### src/sv/small_language_tokenizer_assert.svh
// assertion macros for the tokenizer top level
`ifndef SMALL_LANGUAGE_TOKENIZER_ASSERT_SVH
`define SMALL_LANGUAGE_TOKENIZER_ASSERT_SVH

// same-cycle implication, checked outside reset
`define SLT_ASSERT_IMP(lbl, ante, cons, msg) \
  lbl: assert property (@(posedge clk) disable iff (!rst_n) (ante) |-> (cons)) \
    else $error(msg);

// next-cycle implication, checked outside reset
`define SLT_ASSERT_NXT(lbl, ante, cons, msg) \
  lbl: assert property (@(posedge clk) disable iff (!rst_n) (ante) |=> (cons)) \
    else $error(msg);

`endif

### src/sv/slt_pkg.sv
// shared types and constants for the tokenizer
package slt_pkg;

  localparam int STORE_DEPTH = 31;
  localparam int IDX_W       = 5;
  localparam int ADDR_W      = IDX_W + 1;

  typedef enum logic [3:0] {
    TT_INT     = 4'd0,
    TT_IF      = 4'd1,
    TT_IDENT   = 4'd2,
    TT_NUMBER  = 4'd3,
    TT_ASSIGN  = 4'd4,
    TT_PLUS    = 4'd5,
    TT_MINUS   = 4'd6,
    TT_EQUAL   = 4'd7,
    TT_LBRACE  = 4'd8,
    TT_RBRACE  = 4'd9,
    TT_LPAREN  = 4'd10,
    TT_RPAREN  = 4'd11,
    TT_SEMI    = 4'd12,
    TT_UNKNOWN = 4'd13,
    TT_EOF     = 4'd14
  } tok_type_t;

  typedef enum logic [1:0] {
    CK_TEXT,
    CK_CHAR,
    CK_EQ2
  } cmd_kind_t;

  typedef struct packed {
    logic [7:0] data_byte;
    logic       end_of_input;
  } in_word_t;

  typedef struct packed {
    tok_type_t        token_type;
    logic [7:0]       text_char;
    logic [IDX_W-1:0] char_index;
    logic             last_of_token;
    logic             last_of_input;
  } out_word_t;

  typedef struct packed {
    cmd_kind_t        kind;
    tok_type_t        ttype;
    logic [7:0]       ch;
    logic [IDX_W-1:0] len;
    logic             bank;
    logic             last_in;
  } cmd_t;

  typedef struct packed {
    logic v0;
    logic v1;
    cmd_t c0;
    cmd_t c1;
  } cmd_pair_t;

  typedef struct packed {
    logic              en;
    logic [ADDR_W-1:0] addr;
    logic [7:0]        data;
  } mem_wr_t;

  typedef struct packed {
    logic en;
    logic bank;
  } rel_t;

  typedef struct packed {
    logic room2;
    logic empty;
  } q_stat_t;

endpackage

### src/sv/slt_text_mem.sv
// two-bank token text memory, one write and one registered read port
module slt_text_mem import slt_pkg::*; (
  input  logic              clk,
  input  mem_wr_t           wr,
  input  logic              rd_en,
  input  logic [ADDR_W-1:0] rd_addr,
  output logic [7:0]        rd_data
);

  localparam int DEPTH = 1 << ADDR_W;

  logic [7:0] mem_r [DEPTH];

  always_ff @(posedge clk) begin
    if (wr.en) begin
      mem_r[wr.addr] <= wr.data;
    end
  end

  always_ff @(posedge clk) begin
    if (rd_en) begin
      rd_data <= mem_r[rd_addr];
    end
  end

endmodule

### src/sv/slt_front.sv
// byte scanner: classifies input bytes, stores word text, issues token commands
module slt_front import slt_pkg::*; #(
  parameter int MAX_TEXT = 31
) (
  input  logic      clk,
  input  logic      rst_n,
  input  logic      in_push,
  output logic      in_full,
  input  in_word_t  in_word,
  input  q_stat_t   q_stat,
  input  rel_t      rel,
  output cmd_pair_t cmd,
  output mem_wr_t   wr
);

  localparam int TEXT_CAP = (MAX_TEXT < STORE_DEPTH) ? MAX_TEXT : STORE_DEPTH;

  localparam logic [7:0] CH_EQ     = 8'h3D;
  localparam logic [7:0] CH_SLASH  = 8'h2F;
  localparam logic [7:0] CH_NL     = 8'h0A;
  localparam logic [7:0] CH_PLUS   = 8'h2B;
  localparam logic [7:0] CH_MINUS  = 8'h2D;
  localparam logic [7:0] CH_LBRACE = 8'h7B;
  localparam logic [7:0] CH_RBRACE = 8'h7D;
  localparam logic [7:0] CH_LPAREN = 8'h28;
  localparam logic [7:0] CH_RPAREN = 8'h29;
  localparam logic [7:0] CH_SEMI   = 8'h3B;
  localparam logic [7:0] CH_I      = 8'h69;
  localparam logic [7:0] CH_N      = 8'h6E;
  localparam logic [7:0] CH_T      = 8'h74;
  localparam logic [7:0] CH_F      = 8'h66;

  typedef enum logic [2:0] {
    MD_IDLE,
    MD_WORD,
    MD_DIGITS,
    MD_EQ,
    MD_SLASH,
    MD_COMMENT
  } mode_t;

  typedef enum logic [2:0] {
    KW_NONE,
    KW_I,
    KW_IN,
    KW_INT,
    KW_IF
  } kw_t;

  function automatic logic is_letter(input logic [7:0] c);
    return (c >= 8'h61 && c <= 8'h7A) || (c >= 8'h41 && c <= 8'h5A);
  endfunction

  function automatic logic is_digit(input logic [7:0] c);
    return c >= 8'h30 && c <= 8'h39;
  endfunction

  function automatic logic is_blank(input logic [7:0] c);
    return c == 8'h20 || (c >= 8'h09 && c <= 8'h0D);
  endfunction

  mode_t            mode_r, mode_nxt;
  kw_t              kw_r, kw_nxt;
  logic [IDX_W-1:0] len_r, len_nxt;
  logic             bank_r, bank_nxt;
  logic [1:0]       busy_r, busy_nxt;

  logic       accept;
  logic       text_mode;
  logic [7:0] c;
  logic       eoi;

  cmd_t  f_cmd, s_cmd, i_cmd;
  logic  fv, use_f, use_s, do_idle, ext;
  mode_t i_mode;
  logic  i_sv, i_start;
  logic  wbank;
  logic  ext_store;

  assign c         = in_word.data_byte;
  assign eoi       = in_word.end_of_input;
  assign text_mode = (mode_r == MD_WORD) || (mode_r == MD_DIGITS);
  assign in_full   = !q_stat.room2 || busy_r[bank_r] || (busy_r[!bank_r] && text_mode);
  assign accept    = in_push && !in_full;

  // pending token of the current mode
  always_comb begin
    fv            = 1'b0;
    f_cmd.kind    = CK_CHAR;
    f_cmd.ttype   = TT_UNKNOWN;
    f_cmd.ch      = CH_SLASH;
    f_cmd.len     = len_r;
    f_cmd.bank    = bank_r;
    f_cmd.last_in = 1'b0;
    case (mode_r)
      MD_WORD: begin
        fv         = 1'b1;
        f_cmd.kind = CK_TEXT;
        if (kw_r == KW_INT) begin
          f_cmd.ttype = TT_INT;
        end else if (kw_r == KW_IF) begin
          f_cmd.ttype = TT_IF;
        end else begin
          f_cmd.ttype = TT_IDENT;
        end
      end
      MD_DIGITS: begin
        fv          = 1'b1;
        f_cmd.kind  = CK_TEXT;
        f_cmd.ttype = TT_NUMBER;
      end
      MD_EQ: begin
        fv          = 1'b1;
        f_cmd.ttype = TT_ASSIGN;
        f_cmd.ch    = CH_EQ;
      end
      MD_SLASH: begin
        fv = 1'b1;
      end
      default: begin
        fv = 1'b0;
      end
    endcase
  end

  // byte seen with nothing pending
  always_comb begin
    i_mode        = MD_IDLE;
    i_sv          = 1'b0;
    i_start       = 1'b0;
    i_cmd.kind    = CK_CHAR;
    i_cmd.ttype   = TT_UNKNOWN;
    i_cmd.ch      = c;
    i_cmd.len     = '0;
    i_cmd.bank    = bank_r;
    i_cmd.last_in = 1'b1;
    if (is_blank(c)) begin
      i_mode = MD_IDLE;
    end else if (is_letter(c)) begin
      i_mode  = MD_WORD;
      i_start = 1'b1;
    end else if (is_digit(c)) begin
      i_mode  = MD_DIGITS;
      i_start = 1'b1;
    end else begin
      case (c)
        CH_EQ:     i_mode = MD_EQ;
        CH_SLASH:  i_mode = MD_SLASH;
        CH_PLUS: begin
          i_sv        = 1'b1;
          i_cmd.ttype = TT_PLUS;
        end
        CH_MINUS: begin
          i_sv        = 1'b1;
          i_cmd.ttype = TT_MINUS;
        end
        CH_LBRACE: begin
          i_sv        = 1'b1;
          i_cmd.ttype = TT_LBRACE;
        end
        CH_RBRACE: begin
          i_sv        = 1'b1;
          i_cmd.ttype = TT_RBRACE;
        end
        CH_LPAREN: begin
          i_sv        = 1'b1;
          i_cmd.ttype = TT_LPAREN;
        end
        CH_RPAREN: begin
          i_sv        = 1'b1;
          i_cmd.ttype = TT_RPAREN;
        end
        CH_SEMI: begin
          i_sv        = 1'b1;
          i_cmd.ttype = TT_SEMI;
        end
        default: begin
          i_sv = 1'b1;
        end
      endcase
    end
  end

  always_comb begin
    mode_nxt  = mode_r;
    len_nxt   = len_r;
    kw_nxt    = kw_r;
    use_f     = 1'b0;
    use_s     = 1'b0;
    do_idle   = 1'b0;
    ext       = 1'b0;
    s_cmd     = i_cmd;
    if (eoi) begin
      use_f         = fv;
      use_s         = 1'b1;
      s_cmd.ttype   = TT_EOF;
      s_cmd.ch      = '0;
      mode_nxt      = MD_IDLE;
      len_nxt       = '0;
    end else begin
      case (mode_r)
        MD_WORD: begin
          if (is_letter(c) || is_digit(c)) begin
            ext = 1'b1;
          end else begin
            use_f   = 1'b1;
            do_idle = 1'b1;
          end
        end
        MD_DIGITS: begin
          if (is_digit(c)) begin
            ext = 1'b1;
          end else begin
            use_f   = 1'b1;
            do_idle = 1'b1;
          end
        end
        MD_EQ: begin
          if (c == CH_EQ) begin
            use_s       = 1'b1;
            s_cmd.kind  = CK_EQ2;
            s_cmd.ttype = TT_EQUAL;
            s_cmd.ch    = CH_EQ;
            mode_nxt    = MD_IDLE;
            len_nxt     = '0;
          end else begin
            use_f   = 1'b1;
            do_idle = 1'b1;
          end
        end
        MD_SLASH: begin
          if (c == CH_SLASH) begin
            mode_nxt = MD_COMMENT;
            len_nxt  = '0;
          end else begin
            use_f   = 1'b1;
            do_idle = 1'b1;
          end
        end
        MD_COMMENT: begin
          if (c == CH_NL) begin
            mode_nxt = MD_IDLE;
          end
        end
        default: begin
          do_idle = 1'b1;
        end
      endcase
    end

    if (do_idle) begin
      mode_nxt = i_mode;
      use_s    = i_sv;
      len_nxt  = i_start ? IDX_W'(1) : '0;
      if (i_start) begin
        kw_nxt = (c == CH_I) ? KW_I : KW_NONE;
      end
    end

    ext_store = ext && (len_r < IDX_W'(TEXT_CAP));
    if (ext_store) begin
      len_nxt = len_r + IDX_W'(1);
      case (kw_r)
        KW_I: begin
          if (c == CH_N) begin
            kw_nxt = KW_IN;
          end else if (c == CH_F) begin
            kw_nxt = KW_IF;
          end else begin
            kw_nxt = KW_NONE;
          end
        end
        KW_IN:   kw_nxt = (c == CH_T) ? KW_INT : KW_NONE;
        default: kw_nxt = KW_NONE;
      endcase
    end
  end

  // a flushed word moves the scanner to the other text bank
  assign wbank    = (use_f && f_cmd.kind == CK_TEXT) ? !bank_r : bank_r;
  assign bank_nxt = wbank;

  always_comb begin
    cmd.v0            = accept && (use_f || use_s);
    cmd.v1            = accept && use_f && use_s;
    cmd.c0            = use_f ? f_cmd : s_cmd;
    cmd.c0.last_in    = use_f ? !use_s : 1'b1;
    cmd.c1            = s_cmd;
    cmd.c1.last_in    = 1'b1;
  end

  always_comb begin
    wr.en   = accept && (ext_store || (do_idle && i_start));
    wr.addr = ext_store ? {bank_r, len_r} : {wbank, IDX_W'(0)};
    wr.data = c;
  end

  always_comb begin
    busy_nxt = busy_r;
    if (rel.en) begin
      busy_nxt[rel.bank] = 1'b0;
    end
    if (accept && use_f && f_cmd.kind == CK_TEXT) begin
      busy_nxt[bank_r] = 1'b1;
    end
  end

  always_ff @(posedge clk) begin
    if (!rst_n) begin
      mode_r <= MD_IDLE;
      kw_r   <= KW_NONE;
      len_r  <= '0;
      bank_r <= 1'b0;
      busy_r <= '0;
    end else begin
      busy_r <= busy_nxt;
      if (accept) begin
        mode_r <= mode_nxt;
        kw_r   <= kw_nxt;
        len_r  <= len_nxt;
        bank_r <= bank_nxt;
      end
    end
  end

endmodule

### src/sv/slt_cmd_queue.sv
// short command queue between scanner and emitter, two pushes and one pop a cycle
module slt_cmd_queue import slt_pkg::*; (
  input  logic      clk,
  input  logic      rst_n,
  input  cmd_pair_t push,
  input  logic      pop,
  output cmd_t      head,
  output q_stat_t   stat
);

  localparam int DEPTH = 4;
  localparam int PW    = $clog2(DEPTH);
  localparam int CW    = PW + 1;

  cmd_t          q_r [DEPTH];
  logic [PW-1:0] wp_r, rp_r;
  logic [CW-1:0] cnt_r;

  assign head       = q_r[rp_r];
  assign stat.empty = (cnt_r == '0);
  assign stat.room2 = (cnt_r <= CW'(DEPTH - 2));

  always_ff @(posedge clk) begin
    if (!rst_n) begin
      wp_r  <= '0;
      rp_r  <= '0;
      cnt_r <= '0;
    end else begin
      wp_r  <= wp_r + PW'(push.v0) + PW'(push.v1);
      rp_r  <= rp_r + PW'(pop);
      cnt_r <= cnt_r + CW'(push.v0) + CW'(push.v1) - CW'(pop);
    end
  end

  always_ff @(posedge clk) begin
    if (push.v0) begin
      q_r[wp_r] <= push.c0;
    end
    if (push.v1) begin
      q_r[wp_r + PW'(1)] <= push.c1;
    end
  end

endmodule

### src/sv/slt_back.sv
// emitter: replays each token command one character a cycle into the result queue while it has room
module slt_back import slt_pkg::*; (
  input  logic              clk,
  input  logic              rst_n,
  input  cmd_t              head,
  input  q_stat_t           q_stat,
  output logic              pop,
  output rel_t              rel,
  output logic              rd_en,
  output logic [ADDR_W-1:0] rd_addr,
  input  logic [7:0]        rd_data,
  output logic              out_empty,
  input  logic              out_pop,
  output out_word_t         out_word
);

  localparam int OQ_DEPTH = 4;
  localparam int OPW      = $clog2(OQ_DEPTH);
  localparam int OCW      = OPW + 1;

  typedef enum logic {
    ST_IDLE,
    ST_RUN
  } state_t;

  state_t           state_r, state_nxt;
  cmd_t             cur_r;
  logic [IDX_W-1:0] idx_r;
  logic             s1_v_r;
  out_word_t        s1_r;
  logic             s1_mem_r;

  out_word_t      oq_r [OQ_DEPTH];
  logic [OPW-1:0] owp_r, orp_r;
  logic [OCW-1:0] ocnt_r;

  logic             room;
  logic             issue;
  logic             is_last;
  logic [IDX_W-1:0] last_idx;
  out_word_t        iss_word;
  out_word_t        push_word;
  logic             out_take;

  assign room    = (ocnt_r + OCW'(s1_v_r)) < OCW'(OQ_DEPTH);
  assign issue   = (state_r == ST_RUN) && room;
  assign pop     = (state_r == ST_IDLE) && !q_stat.empty;

  always_comb begin
    case (cur_r.kind)
      CK_TEXT: last_idx = cur_r.len - IDX_W'(1);
      CK_EQ2:  last_idx = IDX_W'(1);
      default: last_idx = '0;
    endcase
  end

  assign is_last  = (idx_r == last_idx);
  assign rd_en    = issue && (cur_r.kind == CK_TEXT);
  assign rd_addr  = {cur_r.bank, idx_r};
  assign rel.en   = issue && is_last && (cur_r.kind == CK_TEXT);
  assign rel.bank = cur_r.bank;

  always_comb begin
    iss_word.token_type    = cur_r.ttype;
    iss_word.text_char     = cur_r.ch;
    iss_word.char_index    = idx_r;
    iss_word.last_of_token = is_last;
    iss_word.last_of_input = is_last && cur_r.last_in;
  end

  always_comb begin
    state_nxt = state_r;
    case (state_r)
      ST_IDLE: begin
        if (pop) begin
          state_nxt = ST_RUN;
        end
      end
      ST_RUN: begin
        if (issue && is_last) begin
          state_nxt = ST_IDLE;
        end
      end
      default: state_nxt = ST_IDLE;
    endcase
  end

  always_ff @(posedge clk) begin
    if (!rst_n) begin
      state_r <= ST_IDLE;
      s1_v_r  <= 1'b0;
    end else begin
      state_r <= state_nxt;
      s1_v_r  <= issue;
      if (pop) begin
        cur_r <= head;
        idx_r <= '0;
      end else if (issue) begin
        idx_r <= idx_r + IDX_W'(1);
      end
      if (issue) begin
        s1_r     <= iss_word;
        s1_mem_r <= (cur_r.kind == CK_TEXT);
      end
    end
  end

  // text characters arrive from memory in the cycle after the issue
  always_comb begin
    push_word = s1_r;
    if (s1_mem_r) begin
      push_word.text_char = rd_data;
    end
  end

  assign out_empty = (ocnt_r == '0);
  assign out_word  = oq_r[orp_r];
  assign out_take  = out_pop && !out_empty;

  always_ff @(posedge clk) begin
    if (!rst_n) begin
      owp_r  <= '0;
      orp_r  <= '0;
      ocnt_r <= '0;
    end else begin
      owp_r  <= owp_r + OPW'(s1_v_r);
      orp_r  <= orp_r + OPW'(out_take);
      ocnt_r <= ocnt_r + OCW'(s1_v_r) - OCW'(out_take);
    end
  end

  always_ff @(posedge clk) begin
    if (s1_v_r) begin
      oq_r[owp_r] <= push_word;
    end
  end

endmodule

### src/sv/small_language_tokenizer.sv
// top level of the byte-stream tokenizer for a small c-like language
// a byte's command passes the command queue, the emitter and the result queue
// throughput: one byte a cycle while the command queue has room and the text banks
//   are free; the emitter replays one character a cycle while the result queue has room
// reset: synchronous, clears scanner, queues and bank flags; text memory is not cleared
`include "small_language_tokenizer_assert.svh"
module small_language_tokenizer import slt_pkg::*; #(
  parameter int MAX_TEXT = 31
) (
  input  logic      clk,
  input  logic      rst_n,
  input  logic      in_push,
  output logic      in_full,
  input  in_word_t  in_word,
  input  logic      out_pop,
  output logic      out_empty,
  output out_word_t out_word
);

  cmd_pair_t         cmd;
  mem_wr_t           wr;
  q_stat_t           q_stat;
  rel_t              rel;
  cmd_t              head;
  logic              pop;
  logic              rd_en;
  logic [ADDR_W-1:0] rd_addr;
  logic [7:0]        rd_data;
  logic              eof_head;
  logic              eof_ends;

  slt_front #(
    .MAX_TEXT (MAX_TEXT)
  ) u_front (
    .clk     (clk),
    .rst_n   (rst_n),
    .in_push (in_push),
    .in_full (in_full),
    .in_word (in_word),
    .q_stat  (q_stat),
    .rel     (rel),
    .cmd     (cmd),
    .wr      (wr)
  );

  slt_cmd_queue u_queue (
    .clk   (clk),
    .rst_n (rst_n),
    .push  (cmd),
    .pop   (pop),
    .head  (head),
    .stat  (q_stat)
  );

  slt_text_mem u_mem (
    .clk     (clk),
    .wr      (wr),
    .rd_en   (rd_en),
    .rd_addr (rd_addr),
    .rd_data (rd_data)
  );

  slt_back u_back (
    .clk       (clk),
    .rst_n     (rst_n),
    .head      (head),
    .q_stat    (q_stat),
    .pop       (pop),
    .rel       (rel),
    .rd_en     (rd_en),
    .rd_addr   (rd_addr),
    .rd_data   (rd_data),
    .out_empty (out_empty),
    .out_pop   (out_pop),
    .out_word  (out_word)
  );

  assign eof_head = !out_empty && out_word.token_type == TT_EOF;
  assign eof_ends = out_word.last_of_token && out_word.last_of_input;

  `SLT_ASSERT_IMP(a_no_rw_clash, wr.en && rd_en, wr.addr != rd_addr, "write hits replayed word")
  `SLT_ASSERT_IMP(a_pair_room, cmd.v0, q_stat.room2, "command pushed without queue room")
  `SLT_ASSERT_IMP(a_eof_flags, eof_head, eof_ends, "eof word without end flags")
  `SLT_ASSERT_NXT(a_rel_single, rel.en, !rel.en, "bank released twice in a row")

endmodule

### config.mk
export PLATFORM = sky130hd
export DESIGN_NAME = small_language_tokenizer
export DESIGN_NICKNAME = d
export VERILOG_FILES = /design/src/sv/slt_pkg.sv /design/src/sv/slt_text_mem.sv /design/src/sv/slt_front.sv /design/src/sv/slt_cmd_queue.sv /design/src/sv/slt_back.sv /design/src/sv/small_language_tokenizer.sv
export VERILOG_INCLUDE_DIRS = /design/src /design/src/sv
export SDC_FILE = /design/constraint.sdc
export NUM_CORES = 1
export LEC_CHECK = 0
export BUFFER_PORTS_ARGS = -buffer_cell sky130_fd_sc_hd__buf_2
export CAP_MARGIN = 10
export CORE_UTILIZATION = 57
export CTS_CLUSTER_SIZE = 14
export DETAILED_ROUTE_END_ITERATION = 8
export PLACE_DENSITY = 0.85
export SETUP_SLACK_MARGIN = 0.02
export SLEW_MARGIN = 20
export SYNTH_ARGS = -nofsm -noshare
export SYNTH_HDL_FRONTEND = slang
export SYNTH_SLANG_ARGS = --single-unit
### constraint.sdc
create_clock -name clk -period 3.95 [get_ports clk]
set_clock_uncertainty 0.05 [all_clocks]
set_input_delay 0.79 -clock clk [delete_from_list [all_inputs] [get_ports clk]]
set_output_delay 0.79 -clock clk [all_outputs]
set_load 0.03 [all_outputs]
Word level (Yosys, flattened, before mapping)
Memories as Yosys holds them, arrays and structs flattened. A register that Yosys moved wholly into a read port is not among the register bits. Index checks and enable logic that the tools add are counted.

Mux-type cells: 90. Reduce and logical (&&, ||, !) cells: 55. Eq/ne operators: 31. Order comparisons: 16. Bitwise logic cells: 4. Add/sub/neg operators: 14.

Operator list (count): $eq A8 B6 Y1 const B (8); $eq A8 B7 Y1 const B (6); $mux W1 (41); $mux W3 (13); $mux W5 (7); $mux W14 (2); $pmux W4 S7 (1); $logic_and A1 B1 Y1 (23); $mux W21 (1); $pmux W5 S2 (2); $ge A8 B7 Y1 const B (2); $le A8 B7 Y1 const B (2); $mux W2 (7); $eq A3 B2 Y1 const B (4); $mux W12 (1); $mux W4 (3); $ne A4 B2 Y1 const B (3); $pmux W3 S2 (2); $pmux W4 S3 (1); $add A2 B1 Y2 (5); $add A5 B1 Y5 const B (2); $ne A5 B2 Y1 const B (2); $reduce_bool A5 Y1 (2); $add A3 B1 Y3 (3); 39 further kinds (67).

Output and inout bits: 21. Bits in writable memories: 672. Word-level logic and storage cells: 233. Register bits: 55. Memories: 3. Input bits: 13.

Memory list: u_mem.mem_r (depth 64, bits a word 8, rd ports 1, clocked after Yosys merged registers in 1, write ports 1, RTL line slt_text_mem.sv:12) `logic [7:0] mem_r [DEPTH];`; u_queue.q_r (depth 4, bits a word 21, rd ports 1, clocked after Yosys merged registers in 1, write ports 2, RTL line slt_cmd_queue.sv:15) `cmd_t q_r [DEPTH];`; u_back.oq_r (depth 4, bits a word 19, rd ports 1, clocked after Yosys merged registers in 1, write ports 1, RTL line slt_back.sv:33) `out_word_t oq_r [OQ_DEPTH];`.

Longest topological paths before layout
Depth after elaboration: 13. Depth in mapped cells: 14. Mapped depth without buffers: 12.

Cells and area by module
A second synthesis with hierarchy kept.

Cell total of the unflattened synthesis: 1727. Area, all modules: 31606.6 um^2.

Modules (own cells, without submodules): slt_text_mem (cells an instance 940, area each 20246.9 um^2, sequential area each 15615.0 um^2, instances 1); slt_back (cells an instance 249, area each 4974.8 um^2, sequential area each 3843.7 um^2, instances 1); slt_cmd_queue (cells an instance 243, area each 4415.5 um^2, sequential area each 2662.6 um^2, instances 1); slt_front (cells an instance 295, area each 1969.4 um^2, sequential area each 280.3 um^2, instances 1).

Least setup slack after synthesis
OpenSTA, ideal clock, no wires.

Kind: in2reg. Start point: input port in_word[6] (netlist bit). End point: register u_queue.cnt_r[1]. Data required time: 3785 ps. Buffers on the path: 2. Path slack: -290 ps. Setup time: 115 ps. Stages on the path: 13. Arrival: 4075 ps. Path through: buf_4 -> or4b_1 -> buf_2 -> o311a_4 -> a2111oi_4 -> o211a_4 -> and3_1 -> nand2b_1 -> ha_1 -> inv_1 -> fa_1 -> fa_1 -> and2_1.

Longest elaborated chain between the ends: 13. Elaborated cells on any way between the ends: 42. Those cells by class: 3 x add/sub; 8 x order compare; 3 x eq/ne; 16 x mux; 12 x reduce/logical.

Ends and longest elaborated chain: start, declared (RTL line small_language_tokenizer.sv:14) `input in_word_t in_word,`; $ge A8 B7 Y1 or $le A8 B7 Y1 (tied branches) (RTL line slt_front.sv:51) `return (c >= 8'h61 && c <= 8'h7A) || (c >= 8'h41 && c <= 8'h5A);`; $logic_and A1 B1 Y1 (RTL line slt_front.sv:51); $logic_or A1 B1 Y1 (RTL line slt_front.sv:51); $logic_or A1 B1 Y1 (RTL line slt_front.sv:203) `if (is_letter(c) || is_digit(c)) begin`; $mux W1 (RTL line slt_front.sv:203); $pmux W1 S5 (RTL line slt_front.sv:201) `case (mode_r)`; $mux W1 (RTL line slt_front.sv:193) `if (eoi) begin`; $mux W1 (RTL line slt_front.sv:251) `if (do_idle) begin`; $logic_or A1 B1 Y1 (RTL line slt_front.sv:284) `cmd.v0 = accept && (use_f || use_s);`; $logic_and A1 B1 Y1 (RTL line slt_front.sv:284); $add A3 B1 Y3 (RTL line slt_cmd_queue.sv:31) `cnt_r <= cnt_r + CW'(push.v0) + CW'(push.v1) - CW'(pop);`; $add A3 B1 Y3 * (RTL line slt_cmd_queue.sv:31); $sub A3 B1 Y3 * (RTL line slt_cmd_queue.sv:31); end signal, assigned (RTL line slt_cmd_queue.sv:31); end, declared (RTL line slt_cmd_queue.sv:17) `logic [CW-1:0] cnt_r;`.

Mark *: on every way between the ends. The rest lies on a longest branch, timed or not. A chain may end at the register's enable or synchronous reset.

Worst setup path in the final report
Start point: register u_front.mode_r[0]. End point: memory u_mem.mem_r[41][6], enable pin.

Longest elaborated chain between the ends: 9. Elaborated cells on any way between the ends: 30. Those cells by class: 5 x eq/ne; 12 x mux; 13 x reduce/logical.

Ends and longest elaborated chain: start, declared (RTL line slt_front.sv:62) `mode_t mode_r, mode_nxt;`; start signal, assigned (RTL line slt_front.sv:318) `mode_r <= mode_nxt;`; parallel branches: the longest is 9 deep, another holds $pmux W1 S5; end, declared (RTL line slt_text_mem.sv:12).

Several ways; the timed one is not identified.

==> impl_metrics.toml <==
[layout]
num-nets-final = 1831
antenna_cells = 0
final_area_sq_um = 35000
layout_commonest_cell = "edfxtp_1"
layout_common_cells = "edfxtp_1 (702), mux4_2 (208), buf_4 (143)"
layout-drive-gt1-share_pct = 29.9
final_cells = 2546
fin_util_pct = 66.3
regArea_sq_um = 22200
nFillCells = 3219
area_growth_syn_to_layout_pct = 14.2
multi_input_area_sq_um = 8170

[die]
ioPinCount = 34
die-area_sq_um = 54700
start_util_pct = 58.0
fp.dieW_microns = 234
die_height_microns = 234
num_rows = 84
core_area_sq_um = 52900

[clocking]
cts_buffers = 73
hold_buffers = 0
insertion_delay_ns = 0.62
post-cts-setup-buffer-count = 0
cts-htree-levels = 3
cts_resized = 0
cts_tree = "built"
clockRootBuffer = "clkbuf_16"
path_clk_slew_ns = 0.07
clockBufferDepth = 3
cts_sinks = 756

[synthesis]
ys_seq_area_share_pct = 72.3
async_reset_ff_share_pct = 0
synthFlopType = "edfxtp_1"
synth.distinct_cells = 84
synthMuxAreaShare_pct = 15.6
synth_top_family_by_area = "multiplexers"
synth_top_area_share_pct = 68.7
yosys_warnings = 0
synth_compound_area_share_pct = 4.08
synth_fa_ha_area_share_pct = 0.685
netlist_top_cells_area = "edfxtp_1 (69%), mux4_2 (15%), dfxtp_1 (3.5%)"
synthesis.area_sq_um = 30700
postSynthCellCount = 1615
synth_edf_count = 702
ys_ff_latch = 756
synth_top_area_cell = "edfxtp_1"
synth-xor-area-share_pct = 0.632
synthSimpleGateAreaFrac_pct = 5.19
avgSynthCellArea_sq_um = 19.0

[route]
vias = 17000
first_pass_iters = 8
antenna_left = 0
routed-wl-met3_microns = 6200
wire_per_inst_microns = 30.3
wirelength_microns = 77100
vias_per_cell = 6.68
drtIter0Drc = 2163
m1WireLength_microns = 28000
top_layer_used = "met5"
route.met2.wl_microns = 39800
drc = 0

[place]
finalWeightedCongestion = 0.930
port_buffers = 33
place_area_sq_um = 32700
hpwl_microns = 47100
post-place-cells = 2416
place_ws_ns = -0.0861

[setup_path]
start_kind = "flip-flop"
worst-setup-path-type = "flip-flop to flip-flop"
cp-end-kind = "flip-flop"
path_max_fanout = 12
arrival_ns = 3.68
cp.required_ns = 4.14

[power_and_ir_drop]
leakage_nw = 11.4
power_density_nw_per_um2 = 661
vdd_drop_max_uv = 416

[sta]
period_share_pct = 88.4
hold_violations = 0
setup_viol = 0
timing.final.crit_period_ns = 3.49
tightest_slew_ns = 1.14
max_freq_ghz = 0.286
maxSlewHeadroom_pct = 24.2
timing.final.ws_setup_ns = 0.459
rsz0062_at_grt = "false"
whs_ns = 0.378
report.final.slew_viol_count = 0

[global_route]
grt_pass1_wl_microns = 114000
grt_usage_pct = 29.3
grt_pass1_vias = 17300
grt_max_degree = 71
antenna_found_initial = 1
grt-ovfl-total = 0

[run]
drv_cap = 0

[worst_hold_path]
min-delay-path-class = "flip-flop to flip-flop"

[outcome]
status = "finished, final reports clean"
worst max-delay path, cell delays in order (launching register included):
cell and delay [ns]:
dfxtp_1 0.46, nor2_1 0.43, o311a_4 0.31, a2111oi_4 0.05
buf_4 0.18, o21a_1 0.22, buf_4 0.19, nor3_1 0.31
o21ai_2 0.22, nor2_1 0.66
sequential cells by signal, indices dropped and copies added, names as in the netlist, 5 cells and up:
register and cells:
u_back.idx_r 5, u_queue.q_r 84, u_back.push_word 11, u_front.len_r 5, u_back.cur_r 20, u_back.oq_r 76, u_mem.rd_data 8, u_mem.mem_r 512
u_back.s1_r 8
cells in the mapped netlist, types with 11 or more instances:
| cell type | count |
|---|---|
| nor3_1 | 22 |
| nor2_1 | 109 |
| xnor2_1 | 11 |
| edfxtp_1 | 702 |
| buf_1 | 20 |
| buf_2 | 12 |
| nand2_1 | 44 |
| o22ai_1 | 19 |
| o21ai_0 | 37 |
| nand3_1 | 40 |
| dfxtp_1 | 54 |
| ha_1 | 12 |
| and2_1 | 14 |
| inv_1 | 20 |
| a21oi_1 | 41 |
| mux4_2 | 208 |
| clkbuf_1 | 54 |
per-stage QoR:
| step | TNS, ns | power, W |
|---|---|---|
| floorplan | -0.0308 | 0.0141 |
| global placement | -0.0341 | 0.0162 |
| detailed placement | -1.49 | 0.0163 |
| CTS | 0 | 0.0232 |
| global route | 0 | 0.0238 |
| finish | 0 | 0.0232 |
layer usage:
metal | vias to the layer above | GRT usage (%)
met5 | - | 0
met4 | 2 | 12.2
met3 | 168 | 4.23
met2 | 1087 | 50.1
met1 | 8779 | 38.0
li1 | 6977 | -
final cells by class:
cell class | count | share of cell area [%]
clock buffer | 97 | 5.74
clock inverter | 33 | 0.797
inverter | 27 | 0.289
multi-input combinational | 759 | 23.3
sequential | 756 | 63.3
tap | 688 | 2.46
timing repair buffer | 186 | 4.11
cell families after synthesis:
family | Yosys count
buffers and inverters | 115
flip-flops | 756
other | 1
adder cells (fa/ha/maj) | 15
AND/OR/NAND/NOR | 310
XOR/XNOR | 19
AO/OA/AOI/OAI | 181
multiplexers | 218
power by group:
part,internal [W],switching [W]
Sequential,0.00941,0.000456
Combinational,0.00296,0.00352
Clock,0.00386,0.00295
Total,0.0162,0.00693
worst paths after layout:
kind	slack [ns]	depth (start not counted)	endpoint	from
setup / recovery	0.46	9	u_mem.mem_r[41][6]$_DFFE_PP_	u_front.mode_r[0]$_SDFFE_PN0P_
hold / removal	0.38	0	u_back.s1_r[7]$_DFFE_PP_	u_back.cur_r[7]$_DFFE_PP_
setup reg to reg	0.46	9	u_mem.mem_r[41][6]$_DFFE_PP_	u_front.mode_r[0]$_SDFFE_PN0P_
hold reg to reg	0.38	0	u_back.s1_r[7]$_DFFE_PP_	u_back.cur_r[7]$_DFFE_PP_
(Power assumes the default switching activity.)
